## config.mk

```make
export PLATFORM = sky130hd
export DESIGN_NAME = fwt_front
export DESIGN_NICKNAME = d
export VERILOG_FILES = /design/src/hdl/fwt_pkg.sv /design/src/hdl/fwt_front.sv
export SDC_FILE = /design/constraint.sdc
export NUM_CORES = 1
export LEC_CHECK = 0
export BUFFER_PORTS_ARGS = -buffer_cell sky130_fd_sc_hd__buf_2
export CORE_AREA = 4 4 109 111
export DETAILED_ROUTE_END_ITERATION = 6
export DIE_AREA = 0 0 113 115
export PLACE_DENSITY = 0.7
export SLEW_MARGIN = 10
export SYNTH_ARGS = -nofsm -noshare
export SYNTH_HDL_FRONTEND = slang
export SYNTH_SLANG_ARGS = --single-unit
```

## constraint.sdc

```tcl
create_clock -name vclk -period 5.2
set_clock_uncertainty 0.15 [all_clocks]
set_input_delay 0.78 -clock vclk [all_inputs]
set_output_delay 0.78 -clock vclk [all_outputs]
set_load 0.01 [all_outputs]
```

## src/hdl/fwt_pkg.sv

```systemverilog
// types and constants shared by the futex waiter table modules
`default_nettype none
package fwt_pkg;
	localparam logic [31:0] WAKE_LIMIT = 32'd32;
	localparam logic [31:0] WAKE_ALL = 32'h7fffffff;
	localparam logic [47:0] ALIGN_MASK = 48'h3;

	typedef enum logic [1:0] {
		OP_WAIT = 2'd0,
		OP_WAKE = 2'd1,
		OP_REQUEUE = 2'd2,
		OP_WITHDRAW = 2'd3
	} opcode_t;

	typedef enum logic [2:0] {
		ST_OK = 3'd0,
		ST_MISALIGNED = 3'd1,
		ST_FAULT = 3'd2,
		ST_MISMATCH = 3'd3,
		ST_FULL = 3'd4,
		ST_WITHDRAWN = 3'd5
	} status_t;

	typedef enum logic [1:0] {
		K_REPORT,
		K_WAIT,
		K_WAKE,
		K_WITHDRAW
	} kind_t;

	typedef enum logic {
		FSM_IDLE,
		FSM_WAKE
	} fsm_t;

	typedef struct packed {
		logic [15:0] proc;
		logic [47:0] addr;
		logic [7:0] waiter;
	} entry_t;

	typedef struct packed {
		kind_t kind;
		status_t status;
		entry_t key;
		logic [5:0] eff;
	} cmd_t;

	typedef struct packed {
		status_t status;
		logic valid;
		logic [7:0] who;
		logic [5:0] total;
		logic last;
	} result_t;
endpackage
`default_nettype wire

```

## src/hdl/fwt_front.sv

```systemverilog
// front end: checks and classifies each request into a table command
`default_nettype none
module fwt_front import fwt_pkg::*; (
	input wire logic [1:0] opcode,
	input wire logic [7:0] waiter_id,
	input wire logic [15:0] process_id,
	input wire logic [47:0] word_address,
	input wire logic [31:0] expected_value,
	input wire logic [31:0] current_value,
	input wire logic access_fault,
	input wire logic signed [31:0] wake_count,
	input wire logic signed [31:0] requeue_count,
	output cmd_t cmd
);
	logic misaligned;
	logic [30:0] a, b;
	logic [31:0] sum, clamped, wake_n, cnt;

	assign misaligned = |(word_address & ALIGN_MASK);
	assign a = wake_count[31] ? '0 : wake_count[30:0];
	assign b = requeue_count[31] ? '0 : requeue_count[30:0];
	assign sum = {1'b0, a} + {1'b0, b};
	assign clamped = (sum > WAKE_ALL) ? WAKE_ALL : sum;
	assign wake_n = wake_count[31] ? WAKE_ALL : $unsigned(wake_count);

	always_comb begin
		cnt = (opcode_t'(opcode) == OP_REQUEUE) ? clamped : wake_n;
		cmd.key.proc = process_id;
		cmd.key.addr = word_address;
		cmd.key.waiter = waiter_id;
		cmd.eff = (cnt > WAKE_LIMIT) ? WAKE_LIMIT[5:0] : cnt[5:0];
		cmd.kind = K_REPORT;
		cmd.status = ST_OK;
		unique case (opcode_t'(opcode))
			OP_WITHDRAW: begin
				cmd.kind = K_WITHDRAW;
			end
			OP_WAIT: begin
				priority if (misaligned) cmd.status = ST_MISALIGNED;
				else if (access_fault) cmd.status = ST_FAULT;
				else if (current_value != expected_value) cmd.status = ST_MISMATCH;
				else cmd.kind = K_WAIT;
			end
			default: begin
				priority if (misaligned) cmd.status = ST_MISALIGNED;
				else if (access_fault) cmd.status = ST_FAULT;
				else cmd.kind = K_WAKE;
			end
		endcase
	end
endmodule
`default_nettype wire

```

==> impl_metrics.json <==
{
  "antenna_found_initial": 0,
  "die_x_microns": 113,
  "grt_pass1_vias": 3754,
  "endpoint_kind": "output pin",
  "grt_overflow": 0,
  "drc_errors": 0,
  "final_layout_size_suffix_gt1_frac": 0.337,
  "first_pass_iters": 4,
  "status": "complete, no violations",
  "track_usage": 0.169,
  "dieArea_sq_um": 13000,
  "yosysTopAreaCell": "buf_4",
  "hold_path.class": "input port to output pin",
  "avgViaCountPerCell": 5.24,
  "fillers": 1189,
  "vias": 4012,
  "ys_warn_count": 0,
  "critPathRequiredTime_ns": 4.27,
  "seqCellArea_sq_um": 0,
  "hold_viol": 0,
  "hold_buffers": 0,
  "max_freq_ghz": 0.196,
  "synth_fp_nets": 770,
  "rows": 38,
  "fp.dieH_microns": 115,
  "start_util": 0.331,
  "multi_input_area_sq_um": 2990,
  "syn_avg_cell_area_sq_um": 6.72,
  "place.gp.congestion": 0.950,
  "drt-initial-drc-count": 178,
  "path_max_fanout": 6,
  "critPathArrivalTime_ns": 4.18,
  "io_buffers": 145,
  "routed_wl_mm": 12.0,
  "whs_ns": 1.41,
  "ys_seq_area_frac": 0,
  "layout_common_cells": "buf_2 (140), nor2b_1 (64), xor2_1 (41)",
  "syn-cell-area_sq_um": 3570,
  "synth_top_cell_area_share": 0.153,
  "synth_area_leaders": "buf_4 (15%), ha_1 (12%), nor2b_1 (12%), xor2_1 (10%), a21oi_1 (5.5%)",
  "rsz0062_at_grt": "yes",
  "nFlopsAndLatches": 0,
  "setup_violations": 0,
  "synth_cell_types": 55,
  "drv_cap": 0,
  "grt_pass1_wl_mm": 18.4,
  "post-dp-hpwl_mm": 10.6,
  "synth_cells": 532,
  "num-clock-buffers": 0,
  "critical_path_class": "input port to output pin",
  "fin_crit_ns": 5.11,
  "layout_commonest_cell": "buf_2",
  "slew_violations": 0,
  "core_sq_um": 10800,
  "layout.nets": 864,
  "ios": 286,
  "post-route-period-util": 0.982,
  "wl_per_cell_microns": 15.7,
  "cp-start-kind": "input port",
  "grt_max_degree": 20,
  "antenna_left": 0,
  "area_growth_syn_to_layout_pct": 20.0
}
stage by stage:
step / std cells / worst slack, ns / setup TNS, ns / utilization / area [sq um]
4_1_cts: 762 / 0.0496 / 0 / 0.384 / 4140
5_1_grt: 764 / -0.0422 / -0.210 / 0.397 / 4290
2_1_floorplan: 532 / 0.166 / 0 / - / 3570
3_5_place_dp: 762 / 0.0154 / 0 / 0.384 / 4140
6_report: 765 / 0.0919 / 0 / 0.397 / 4290
3_3_place_gp: 762 / 0.126 / 0 / 0.384 / 4140
area by class of cell:
cell class                 count  share of cell area
antenna                        1            0.000583
inverter                      11             0.00963
multi-input combinational    426               0.696
tap                          140              0.0408
timing repair buffer         187               0.253
worst max-delay path: stages:
cell,delay [ns]
clkbuf_4,0.16
nor2b_4,0.05
ha_4,0.16
fa_2,0.37
a21o_1,0.19
a221o_1,0.38
a22o_1,0.25
o211a_1,0.25
o211a_1,0.24
or3_4,0.40
a2111oi_4,0.37
nand4_2,0.14
buf_6,0.17
a21oi_2,0.12
buf_2,0.14
worst paths after layout:
| check | startpoint | endpoint | slack, ns | cells past startpoint |
|---|---|---|---|---|
| max | wake_count[31] | cmd[2] | 0.09 | 15 |
| min | waiter_id[4] | cmd[10] | 1.41 | 0 |
logic make-up (layout without fill, tap and decap cells):
group	after synthesis	in the layout	share of synthesized area
compound gates	135	135	0.244
xor+xnor	48	48	0.118
fa+ha+maj	35	35	0.125
buf+inv	106	198	0.188
mux	3	3	0.00875
other cells	1	2	0.00105
simple gates	204	204	0.315
cell usage after synthesis (3+ instances only):
master	instances
ha_1	34
xor2_1	41
a221o_1	3
nor2b_1	66
o21a_1	8
or2_2	3
nand3_1	6
xnor2_1	7
o211a_1	3
o211ai_1	4
a21oi_1	39
inv_1	11
nand2_1	34
a211oi_1	3
nor3_1	13
nor4_1	17
and3_1	5
or3_1	6
nand4_1	15
a31oi_1	7
nor2_1	26
o21bai_1	4
o22ai_1	6
a21o_1	5
clkbuf_1	22
o21ai_0	32
buf_4	73
per-layer routing:
layer  share of wire  vias up  GRT usage
met2            0.44      161      0.269
met3           0.082       40     0.0274
met1            0.45     1782      0.236
met4           0.026        0     0.0433
li1                -     2029          -
met5               0        -    0.00741
timing repair:
item                       4_1_cts  5_1_grt
buffers inserted                 0        2
resized for setup                0       30
setup endpoints to repair        1        6
pin swaps                        1       13
