<file path="src/hdl/fwt_fifo.sv">
// small first-in first-out queue
`default_nettype none
module fwt_fifo #(
	parameter int WIDTH = 8,
	parameter int DEPTH = 2
) (
	input wire logic clk,
	input wire logic arst_n,
	input wire logic wr_en,
	input wire logic [WIDTH-1:0] wr_data,
	output logic full,
	input wire logic rd_en,
	output logic [WIDTH-1:0] rd_data,
	output logic empty
);
	localparam int AW = (DEPTH > 1) ? $clog2(DEPTH) : 1;

	logic [WIDTH-1:0] mem_q [DEPTH];
	logic [AW-1:0] wr_ptr_q, rd_ptr_q;
	logic [AW:0] cnt_q;
	logic do_wr, do_rd;

	assign full = (cnt_q == (AW+1)'(DEPTH));
	assign empty = (cnt_q == '0);
	assign rd_data = mem_q[rd_ptr_q];
	assign do_wr = wr_en && !full;
	assign do_rd = rd_en && !empty;

	always_ff @(posedge clk or negedge arst_n) begin
		if (!arst_n) begin
			wr_ptr_q <= '0;
			rd_ptr_q <= '0;
			cnt_q <= '0;
		end else begin
			if (do_wr) begin
				wr_ptr_q <= (wr_ptr_q == AW'(DEPTH-1)) ? '0 : AW'(wr_ptr_q + 1'b1);
			end
			if (do_rd) begin
				rd_ptr_q <= (rd_ptr_q == AW'(DEPTH-1)) ? '0 : AW'(rd_ptr_q + 1'b1);
			end
			if (do_wr && !do_rd) begin
				cnt_q <= (AW+1)'(cnt_q + 1'b1);
			end else if (do_rd && !do_wr) begin
				cnt_q <= (AW+1)'(cnt_q - 1'b1);
			end
		end
	end

	always_ff @(posedge clk) begin
		if (do_wr) begin
			mem_q[wr_ptr_q] <= wr_data;
		end
	end
endmodule
`default_nettype wire

</file>
<file path="config.mk">
export PLATFORM = sky130hd
export DESIGN_NAME = fwt_fifo
export DESIGN_NICKNAME = d
export VERILOG_FILES = /design/src/hdl/fwt_fifo.sv
export SDC_FILE = /design/constraint.sdc
export NUM_CORES = 1
export LEC_CHECK = 0
export BUFFER_PORTS_ARGS = -buffer_cell sky130_fd_sc_hd__buf_2
export CORE_MARGIN = 3
export CORE_UTILIZATION = 40
export DETAILED_ROUTE_END_ITERATION = 16
export GPL_TIMING_DRIVEN = 0
export SKIP_CTS_REPAIR_TIMING = 1
export SLEW_MARGIN = 40
export SYNTH_ARGS = -nofsm -noshare
export SYNTH_HDL_FRONTEND = slang
export SYNTH_SLANG_ARGS = --single-unit
</file>
<file path="constraint.sdc">
create_clock -name clk -period 2.2 [get_ports clk]
set_input_delay 0.44 -clock clk [delete_from_list [all_inputs] [get_ports clk]]
set_output_delay 0.44 -clock clk [all_outputs]
set_load 0.005 [all_outputs]
</file>
==> impl_metrics.tcl, run 1 <==
set metrics [dict create \
    critical_path_cell_count 3 \
    skew_ns 0.000835 \
    critical_path.most_common_cell "buf_2" \
    clkSlewWorstSetupHoldPaths_ns 0.10 \
    routed_via_density 4.60 \
    cp_data_arrival_time_ns 1.33 \
    end_kind "output pin" \
    clock_buffers_created_by_tritoncts 3 \
    layout.cells.most_common "buf_2" \
    antenna_violations_before_repair 0 \
    syn_inst 44 \
    wirelength_um 1140 \
    grt_overflow 0 \
    io-pin-count 22 \
    r2r-end "mem_q[0][0]$_DFFE_PP_" \
    rsz0062_at_grt "false" \
    seq_area_frac_synth_pct 74.2 \
    grt_max_degree 12 \
    critical_path_maximum_fanout 9 \
    wire_per_inst_um 12.0 \
    finalHoldViolCount 0 \
    vdd_drop_max_v 0.000511 \
    layout.cells.most_common_list "22 x buf_2, 16 x edfxtp_1, 6 x mux2_1" \
    startpoint_type "flop" \
    number_of_global_route_vias_before_repair 443 \
    ctsRootBufferMaster "clkbuf_4" \
    synth_top_area_cell "edfxtp_1" \
    slew-limit-headroom_pct 53.2 \
    die_x_um 50.2 \
    path_buf_inv 2 \
    postLayoutSetupSlackWorst_ns 0.433 \
    synth_warnings 0 \
    layout-area-overhead-vs-synth_pct 22.1 \
    slew_violations 0 \
    critPathLaunch "rd_ptr_q$_DFFE_PN0P_" \
    crit_chain "buf_2 > mux2_2 > buf_2" \
    count_of_buffers_from_port_buffering 21 \
    groute.usage.overall_pct 10.6 \
    insertion_delay_ns 0.28 \
    finish.utilization_pct 53.5 \
    n_antenna_cell 0 \
    ant_nets 0 \
    setup_viol 0 \
    ys_top_cells_by_area "edfxtp_1 61%, dfrtp_1 13%, mux2_1 8.6%, mux2_2 2.9%, xnor2_1 2.2%" \
    kind_of_critical_path "flop to output pin" \
    remaining_drc_errors 0 \
    die_height_um 50.2 \
    synthDominantCellAreaShare_pct 61.4 \
    cts_num_sinks 20 \
    fillCellCount 159 \
    fin_cells 95 \
    gp_congestion 0.695 \
    min_period_ns 1.77 \
    cell_type_of_the_slowest_stage_on_the_worst_timing_path "mux2_2" \
    achievable-frequency_ghz 0.566 \
    placed_cells_incl_taps 90 \
    final.period_utilization_pct 80.3 \
    timing.reg2reg.worst_path_depth 3 \
    place_ws_ns 0.539 \
    setup-tns-final_ns 0 \
    via_count 437 \
    power.static_leakage_nw 0.398 \
    post_route_cells_drive_above_1_share_pct 41.4 \
    cts_tree "built" \
    initial_core_util_pct 43.9 \
    crit_path_max_incr_delay_ns 0.36 \
    regToRegStartpoint "cnt_q[0]$_DFFE_PN0P_" \
    crit_required_ns 1.76 \
    syn_area_per_cell_um2 17.8 \
    worst_hold_path_type "input port to flop" \
    regToRegSetupSlack_ns 0.58 \
    die-area_mm2 0.00252 \
    grt_pass1_wl_um 1930 \
    cp_top_family "multiplexers" \
    powerDensity_mw_per_mm2 1190 \
    post_synth_instance_area_um2 782 \
    cts.htree.levels 1 \
    yosys_register_bits 20 \
    drt_first_pass_iters 2 \
    fin_nets 84 \
    worst_setup_path_endpoint "rd_data[7]" \
    run_status "finished clean" \
    core-area_mm2 0.00178 \
    detailedRoute.firstIterationViolations 3 \
    mappedNetlistNets 57 \
    synth.distinct_cells 15 \
    drv_cap 0 \
    worstMarginPinSlew_ns 0.700 \
    std_cell_rows 15 \
    dp_hpwl_um 829 \
    maximum_clock_insertion_buffer_count 2 \
]
==> cells in the mapped netlist, drive strengths merged <==
cell type,n
edfxtp,16
mux2,8
dfrtp,4
nor2,3
xnor2,3
inv,2
xor2,2
and3,1
buf,1
ha,1
nand2,1
nand2b,1
o21ai,1
==> report_power, final <==
| group | leakage, nW | switching (W) | internal, W |
|---|---|---|---|
| sequential | 0.195 | 0.0000504 | 0.000529 |
| combinational | 0.187 | 0.000189 | 0.000200 |
| clock | 0.0154 | 0.0000991 | 0.0000658 |
==> registers in the layout, summed over array words and instances (netlist names) <==
register	cells
rd_ptr_q	1
wr_ptr_q	1
cnt_q	2
mem_q	16
==> logic make-up (layout without fill, tap and decap cells) <==
family,Yosys count,in the layout,share of synthesized area [%]
AOI/OAI and AO/OA,1,1,0.639
xor gates and xnor gates,5,5,6.56
adders and majority gates,1,1,1.60
buffers and inverters,3,29,1.60
DFF,20,20,74.2
muxes,8,8,11.5
and+or+nand+nor,6,6,3.84
==> per-stage QoR <==
stage               hold WS [ns]  cell area (um2)  total power, W
detailed placement         0.253              918        0.000989
finish                     0.336              955         0.00113
global placement           0.253              918        0.000978
global route               0.309              955         0.00123
floorplan                  0.144              782        0.000842
CTS                      -0.0676              945         0.00116
==> worst min path at each step <==
| stage | startpoint | to | slack (ns) | depth (start not counted) |
|---|---|---|---|---|
| global placement | arst_n | cnt_q[1]$_DFFE_PN0P_ | 0.25 | 1 |
| detailed placement | arst_n | cnt_q[1]$_DFFE_PN0P_ | 0.25 | 1 |
| global route | wr_data[5] | mem_q[1][5]$_DFFE_PP_ | 0.31 | 1 |
| CTS | arst_n | cnt_q[1]$_DFFE_PN0P_ | -0.07 | 1 |
| floorplan | arst_n | cnt_q[0]$_DFFE_PN0P_ | 0.14 | 0 |
| finish | wr_data[5] | mem_q[1][5]$_DFFE_PP_ | 0.34 | 1 |
==> worst register-to-register path: stages (launching register included) <==
cell,delay [ns]
dfrtp_1,0.43
nand2b_1,0.19
nand2_2,0.10
nor2_1,0.55
==> layer usage <==
metal | global-route usage (%) | wire, um | up-vias
li1 | - | - | 214
met1 | 12.5 | 486 | 208
met2 | 17.0 | 560 | 13
met3 | 2.97 | 81 | 2
met4 | 6.91 | 9 | 0
met5 | 0 | 0 | -
==> cell type report <==
cell class | instances | area, um2 | area share [%]
Buffer | 1 | 5.00 | 0.524
Clock inverter | 1 | 3.75 | 0.393
Multi-Input combinational cell | 21 | 189 | 19.8
Inverter | 2 | 7.51 | 0.786
Sequential cell | 20 | 581 | 60.8
Clock buffer | 3 | 22.5 | 2.36
Timing Repair Buffer | 22 | 115 | 12.1
Tap cell | 25 | 31.3 | 3.28
Note: power is estimated with default switching activity, not from simulation.
==> run 2, diff against run 1 <==
==> constraint.sdc (replaced) <==
create_clock -name clk -period 1.71 [get_ports clk]
set_input_delay 0.342 -clock clk [delete_from_list [all_inputs] [get_ports clk]]
set_output_delay 0.342 -clock clk [all_outputs]
set_load 0.005 [all_outputs]
==> impl_metrics.tcl, run 2 (same netlist as run 1, synthesis figures left out) <==
set metrics [dict create \
    grt_overflow 0 \
    core-area_mm2 0.00178 \
    setup_viol 0 \
    kind_of_critical_path "flop to output pin" \
    vdd_drop_max_v 0.000673 \
    fin_cells 95 \
    dp_hpwl_um 829 \
    critical_path_cell_count 3 \
    placed_cells_incl_taps 90 \
    cts_num_sinks 20 \
    timing.reg2reg.worst_path_depth 6 \
    cp_data_arrival_time_ns 1.28 \
    layout.cells.most_common_list "21 x buf_2, 16 x edfxtp_1, 6 x mux2_1" \
    worst_hold_path_type "input port to flop" \
    layout-area-overhead-vs-synth_pct 22.7 \
    antenna_violations_before_repair 0 \
    ant_nets 0 \
    crit_path_max_incr_delay_ns 0.37 \
    grt_max_degree 12 \
    internal-power_w 0.00103 \
    n_antenna_cell 0 \
    power.static_leakage_nw 0.398 \
    routed_via_density 4.54 \
    wire_per_inst_um 12.1 \
    powerDensity_mw_per_mm2 1540 \
    power.net_switching_w 0.000444 \
    setup-tns-final_ns 0 \
    clkSlewWorstSetupHoldPaths_ns 0.10 \
    die-area_mm2 0.00252 \
    logic_gate_share_of_total_power_pct 34.8 \
    grt_pass1_wl_um 1930 \
    largest_reg_flops 16 \
    detailedRoute.firstIterationViolations 0 \
    startpoint_type "flop" \
    die_x_um 50.2 \
    crit_required_ns 1.37 \
    worstMarginPinSlew_ns 0.443 \
    largest-register "mem_q" \
    rsz0062_at_grt "false" \
    cts.htree.levels 1 \
    gp_congestion 0.695 \
    wirelength_um 1150 \
    crit_chain "buf_4 > mux2_1 > buf_2" \
    layout.cells.most_common "buf_2" \
    number_of_global_route_vias_before_repair 443 \
    cp_top_family "flip-flops" \
    end_kind "output pin" \
    largest_registers "mem_q: 16 flops, cnt_q: 2 flops" \
    fin_nets 84 \
    finalHoldViolCount 0 \
    achievable-frequency_ghz 0.617 \
    cts_tree "built" \
    path_buf_inv 2 \
    post_route_cells_drive_above_1_share_pct 42.9 \
    via_count 431 \
    skew_ns 0.00269 \
    slew_violations 0 \
    ctsRootBufferMaster "clkbuf_4" \
    clock_power_share_pct 14.5 \
    std_cell_rows 15 \
    count_of_buffers_from_port_buffering 21 \
    hold_depth 1 \
    initial_core_util_pct 43.9 \
    cell_type_of_the_slowest_stage_on_the_worst_timing_path "dfrtp_1" \
    slew-limit-headroom_pct 70.5 \
    final.period_utilization_pct 94.7 \
    remaining_drc_errors 0 \
    power_frac_seq_pct 50.7 \
    insertion_delay_ns 0.28 \
    power.switching_fraction_pct 30.1 \
    critical_path_maximum_fanout 9 \
    groute.usage.overall_pct 10.6 \
    run_status "finished clean" \
    io-pin-count 22 \
    drt_first_pass_iters 1 \
    min_period_ns 1.62 \
    maximum_clock_insertion_buffer_count 2 \
    drv_cap 0 \
    clock_buffers_created_by_tritoncts 3 \
    die_height_um 50.2 \
]
[run 2: cell count changes in the layout (fill, tap and decap cells not counted)]
cell,delta
nor2_2,+1
buf_2,-1
nor2_1,-1
buf_4,+1
[run 2: final timing paths]
| check | from | to | slack [ns] |
|---|---|---|---|
| setup / recovery | rd_ptr_q$_DFFE_PN0P_ | rd_data[6] | 0.09 |
| hold / removal | wr_data[0] | mem_q[0][0]$_DFFE_PP_ | 0.24 |
| setup reg to reg | cnt_q[0]$_DFFE_PN0P_ | cnt_q[1]$_DFFE_PN0P_ | 0.22 |
| hold reg to reg | wr_ptr_q$_DFFE_PN0N_ | wr_ptr_q$_DFFE_PN0N_ | 0.54 |
| max in group asynchronous | arst_n | rd_ptr_q$_DFFE_PN0P_ | 1.20 |
| min in group asynchronous | arst_n | cnt_q[1]$_DFFE_PN0P_ | 0.39 |
[run 2: worst reg2reg max path, cell delays in order (launching register included)]
cell and delay (ns):
dfrtp_1 0.44, nand2b_1 0.21, nand2_2 0.13, inv_1 0.05, ha_1 0.30, nor2_1 0.14, xor2_1 0.15
[run 2: layout make-up]
type	count	area, um2
Buffer	1	7.51
Fill cell	159	823
Sequential cell	20	581
Multi-Input combinational cell	21	191
Inverter	2	7.51
Timing Repair Buffer	22	115
Clock inverter	1	3.75
Tap cell	25	31.3
Clock buffer	3	22.5
[run 2: through the flow]
step	setup slack, ns	instance area [um2]	power [W]	utilization (%)	hold slack, ns
2_1_floorplan	0.318	782	0.00108	-	0.0464
3_3_place_gp	0.0714	918	0.00126	51.5	0.155
3_5_place_dp	0.0494	918	0.00127	51.5	0.155
4_1_cts	0.00933	945	0.00149	53.0	-0.166
5_1_grt	0.00117	960	0.00160	53.8	0.211
6_report	0.0902	960	0.00148	53.8	0.236
[run 2: power by group through the flow]
stage / registers (W) / logic (W) / clock network, W
after global placement: 0.000754 / 0.000505 / 0
after global routing: 0.000766 / 0.000583 / 0.000246
after CTS: 0.000747 / 0.000516 / 0.000223
after detailed placement: 0.000758 / 0.000514 / 0
final: 0.000748 / 0.000514 / 0.000214
after floorplan: 0.000742 / 0.000341 / 0
[run 2: layer usage]
layer  part of all wire (%)  track usage (%)  vias to the layer above
met5                      0                0                        -
met4                   0.70             6.91                        0
met3                    5.7             2.97                        2
met2                     48             17.0                       13
met1                     46             12.5                      204
li1                       -                -                      212
